File: src/rtl/rfc_ram.sv
// generic single write port, single read port ram with registered read
// no dependencies
module rfc_ram #(
    parameter int WIDTH = 8,
    parameter int DEPTH = 16
) (
    input  logic                     i_clk,
    input  logic                     i_wr_en,
    input  logic [$clog2(DEPTH)-1:0] i_wr_addr,
    input  logic [WIDTH-1:0]         i_wr_data,
    input  logic [$clog2(DEPTH)-1:0] i_rd_addr,
    output logic [WIDTH-1:0]         o_rd_data
);

    logic [WIDTH-1:0] r_mem [DEPTH];
    logic [WIDTH-1:0] r_rd_data;

    always_ff @(posedge i_clk) begin
        if (i_wr_en) begin
            r_mem[i_wr_addr] <= i_wr_data;
        end
        r_rd_data <= r_mem[i_rd_addr];
    end

    assign o_rd_data = r_rd_data;

endmodule

File: config.mk
export PLATFORM = sky130hd
export DESIGN_NAME = rfc_ram
export DESIGN_NICKNAME = d
export VERILOG_FILES = /design/src/rtl/rfc_ram.sv
export SDC_FILE = /design/constraint.sdc
export NUM_CORES = 1
export LEC_CHECK = 0
export BUFFER_PORTS_ARGS = -buffer_cell sky130_fd_sc_hd__buf_4
export CAP_MARGIN = 20
export CORE_UTILIZATION = 45
export CTS_BUF_LIST = sky130_fd_sc_hd__clkbuf_4
export DETAILED_ROUTE_END_ITERATION = 12
export GPL_TIMING_DRIVEN = 0
export PLACE_DENSITY = 0.66
export SYNTH_ARGS = -nofsm -noshare
export SYNTH_HDL_FRONTEND = slang
export SYNTH_SLANG_ARGS = --single-unit
File: constraint.sdc
create_clock -name i_clk -period 1.9 [get_ports i_clk]
set_input_delay 0.095 -clock i_clk [delete_from_list [all_inputs] [get_ports i_clk]]
set_output_delay 0.095 -clock i_clk [all_outputs]
set_load 0.05 [all_outputs]
### Word level (Yosys, flattened, before mapping)

Memories as Yosys holds them, arrays and structs flattened. A register that Yosys moved wholly into a read port is not among the register bits.
Cells that the tools add are included.

| operators by class | value |
|---|---|
| mux-type cells | 2 |

Operator list:

| kind | number |
|---|---|
| $mux W1 | 2 |

| word-level totals | value |
|---|---|
| bits in registers | 0 |
| memory bits (writable) | 128 |
| input port bits | 18 |
| output and inout port bits | 8 |
| logic and storage cells | 3 |
| memories | 1 |

Memory list:

| name | depth | width | read ports | clocked after memory_dff | write ports | RTL line | source |
|---|---|---|---|---|---|---|---|
| r_mem | 16 | 8 | 1 | 1 | 1 | 15 | `logic [WIDTH-1:0] r_mem [DEPTH];` |

### Logic depth before layout (Yosys ltp)

| logic depth | value |
|---|---|
| depth after elaboration | 2 |
| gate-level depth with buffers | 5 |
| depth with buffers taken out | 3 |

### Least setup slack after synthesis

OpenSTA, ideal clock, no wires.

| timing | value |
|---|---|
| path kind | in2reg |
| from | in i_wr_addr[2] |
| to | mem r_mem[0][0] (enable) |
| setup time | 0.383 ns |
| data arrival time | 1.205 ns |
| required time | 1.517 ns |
| path slack | 0.312 ns |
| stages on the path | 2 |
| buffers on the path | 0 |
| cells stage by stage | or3b_2 nor3_1 |

RTL lines:

| item | RTL line | source |
|---|---|---|
| start, declared | 9 | `input logic [$clog2(DEPTH)-1:0] i_wr_addr,` |
| end, declared | 15 |  |

Straight into the memory's write port.

### Final worst setup path

| timing | value |
|---|---|
| from | in i_wr_addr[1] |
| to | mem r_mem[1][7] (enable) |

Straight into the memory's write port.

==> summary.md <==
| Metric | Value |
|---|---|
| CTS Root Cell | sky130_fd_sc_hd__clkbuf_4 |
| Row Count | 38 |
| CTS Buf Count | 17 |
| Max-slew violation count | 0 |
| Max-cap violations | 0 |
| Fin Setup TNS | 0 ps |
| Element type at the critical path start | input port |
| CTS clk-pin slew, worst paths | about 100 ps |
| Detail Route Antenna Nets | 0 |
| Worst EP arrival | 1680 ps |
| Most area-hungry cell type in the Yosys netlist | sky130_fd_sc_hd__edfxtp_1 |
| Least-Margin Pin Slew | roughly 840 ps |
| CTS tree | built |
| H-tree levels | 4 |
| Placed cell count | ~400 |
| Cell family with most CP delay | simple AND/OR/NAND/NOR gates |
| Chip Height | 109 um |
| List of cells traversed by the critical path | dlygate4sd3_1, buf_4, nand2b_1, nor2_1 |
| Worst clock skew on the final layout | 25.6 ps |
| Final Core Density | approximately 54% |
| Routed wire length per instance | ~22 um |
| Share of the clock period used by the worst path | about four fifths |
| Instance count of the mapped netlist | 229 |
| Count of flip-flops with a built-in enable after synthesis | about 130 |
| Post-synthesis sequential area ratio | 77.8% |
| Static power due to leakage | between 1.5 and 2 nW |
| Yosys warning total | 0 |
| Maximum clock insertion buffer count | 2 |
| Async SR Flop Fraction | 0% |
| Total power divided by cell area | around 960 nW/um^2 |
| Final HPWL from detailed placement | between 6 and 7 mm |
| Number of nets produced by synthesis | ~250 |
| DRC Markers | 0 |
| Vias | roughly 2.4k |
| Overflow left after global routing | 0 |
| Iter 0 DRT Violations | 157 |
| Number of global-route vias before repair | roughly 2.4k |
| CTS resizes | 0 |
| Core Area | approximately 11000 um^2 |
| Effective utilization at floorplan | a little under half |
| Nets | a little over 300 |
| Critical path buffer and inverter count | 2 |
| Final period demand of the worst path | 1540 ps |
| Die X-Extent | between 100 and 150 um |
| Final hold violation count | 0 |
| Largest fanout on the critical path | 8 |
| Required time of the critical path | just over 2000 ps |
| Crit end category | flip-flop |
| Unrepaired setup endpoints after global routing | false |
| GRT Overall Usage | between 10% and 20% |
| Final Worst Setup Slack | 356 ps |
| Count of final setup violators | 0 |
| Cells taking the most area after synthesis | sky130_fd_sc_hd__edfxtp_1, sky130_fd_sc_hd__mux4_2, sky130_fd_sc_hd__mux4_1 |
| Worst slack at placement | slightly above 6 ps |
| Count of input and output buffers | 24 |
| Post-synth top area share | about three quarters |
| CP max stage delay | between 600 and 700 ps |
| Cell area after synthesis | between 5000 and 6000 um^2 |
| Final wirelength | between 9 and 10 mm |
| Hold-fix buffers at CTS | 11 |
| Outcome | completed |
| Antenna violations before repair | 0 |
| Distinct cells, synth | 19 |
| Mean post-synth cell area | roughly 22 um^2 |
| Library cell contributing the largest single delay on the critical path | sky130_fd_sc_hd__nor2_1 |
| Relative slew slack | a little over two fifths |
| FMAX | around 0.65 GHz |
| Setup Crit Path Kind | in2reg |
| Pin count of the biggest net entering global routing | 17 |
| Most common flop cell mapped by yosys | sky130_fd_sc_hd__edfxtp_1 |
| Hold Path Class | in2reg |
| Register bit total from synthesis | 136 |
| Post-CTS repair timing setup buffer count | 0 |
| Number of clock sinks | 136 |
| Diodes inserted | 0 |
| Cell area after layout | approximately 5900 um^2 |
| Area of the die | around 12000 um^2 |
| Worst-case vdd ir drop | roughly 400 uV |
| Instance area after placement | ~5500 um^2 |
| GP Congestion | 0.740 |
| DRT Pass-1 Iters | 5 |
| Final standard cell count with taps included and fillers excluded | between 400 and 500 |
| Post-synthesis to final-layout area growth | 15.3% |
| Clock insertion delay at the later pin of the skew report | ~520 ps |
| I/O Pins | 26 |
| Global-route wire length before repair | roughly 15 mm |
| Layout cell share with drive strength beyond 1 | slightly below 30% |
| Vias/cell | ~5.5 |
metrics by stage:
stage,hold slack (ps),total power [W]
2_1_floorplan,194,0.00367
3_5_place_dp,427,0.00385
5_1_grt,40.6,0.00588
4_1_cts,11.5,0.00574
6_report,42.4,0.00570
3_3_place_gp,411,0.00383
cell families (layout without fill, tap and decap cells):
logic type | Yosys count | in the layout | share of synthesized area (%)
flip-flops | 136 | 136 | 77.8
AND/OR/NAND/NOR | 35 | 35 | 3.18
buffers and inverters | 10 | 81 | 1.68
AO/OA/AOI/OAI | 16 | 16 | 2.33
multiplexers | 32 | 32 | 15.0
worst min-delay path, cell delays in order:
cell,delay (ps)
sky130_fd_sc_hd__buf_4,110
sky130_fd_sc_hd__mux4_1,150
sky130_fd_sc_hd__a22oi_1,90
sky130_fd_sc_hd__nand2_1,80
report_power, final:
| group | switching [W] | internal (W) | total [W] |
|---|---|---|---|
| Combinational | 0.000254 | 0.000171 | 0.000424 |
| Clock | 0.000957 | 0.000954 | 0.00191 |
| Sequential | 0.0000161 | 0.00335 | 0.00336 |
final timing paths:
path,from,endpoint,slack (ps),cells past startpoint
worst max-delay path,i_wr_addr[1],r_mem[1][7],360,4
worst min-delay path,i_rd_addr[1],o_rd_data[0],40,4
worst max register to register,r_mem[14][0],o_rd_data[0],480,3
worst min register to register,r_mem[0][2],o_rd_data[2],710,3
state kept, by name, summed over array words and instances (netlist names):
| name | flops |
|---|---|
| r_mem | 128 |
| o_rd_data | 8 |
layer usage:
layer / vias to the layer above / global-route usage (%) / routed length, um
met4: 0 / 9.07 / 197
met1: 1253 / 25.8 / 4340
met2: 73 / 27.9 / 4670
met5: - / 0 / 0
met3: 13 / 4.36 / 431
li1: 1094 / - / -
area by class of cell:
cell class	count	area, um^2
Fill cell	854	5050
Clock inverter	11	133
Buffer	10	86.3
Tap cell	140	175
Multi-Input combinational cell	83	1060
Sequential cell	136	4000
Clock buffer	21	158
Timing Repair Buffer	39	320
synth_stat cells (all sizes together), types with 2 or more instances:
cell type	number
clkdlybuf4s25	3
nor3	4
a22oi	16
nand3b	2
edfxtp	128
dfxtp	8
buf	7
nor2	13
nand2b	2
nand2	9
mux4	32
placed cells by master (no fill, tap or decap):
master,count
sky130_fd_sc_hd__buf_4,29
sky130_fd_sc_hd__dlygate4sd3_1,11
sky130_fd_sc_hd__nor2_1,13
sky130_fd_sc_hd__buf_2,3
sky130_fd_sc_hd__bufinv_16,3
sky130_fd_sc_hd__nand3_1,1
sky130_fd_sc_hd__nand2b_1,2
sky130_fd_sc_hd__edfxtp_1,128
sky130_fd_sc_hd__dfxtp_1,8
sky130_fd_sc_hd__clkinvlp_4,2
sky130_fd_sc_hd__clkinv_2,4
sky130_fd_sc_hd__and2b_1,1
sky130_fd_sc_hd__mux4_1,14
sky130_fd_sc_hd__nand2_1,9
sky130_fd_sc_hd__or3b_2,1
sky130_fd_sc_hd__nand3b_1,2
sky130_fd_sc_hd__clkdlybuf4s25_2,3
sky130_fd_sc_hd__clkinv_1,2
sky130_fd_sc_hd__and2_1,1
sky130_fd_sc_hd__buf_6,3
sky130_fd_sc_hd__nor3_1,4
sky130_fd_sc_hd__a22oi_1,16
sky130_fd_sc_hd__mux4_2,18
sky130_fd_sc_hd__clkbuf_4,21
sky130_fd_sc_hd__nor2b_1,1
Power figures use the tool's default switching activity.
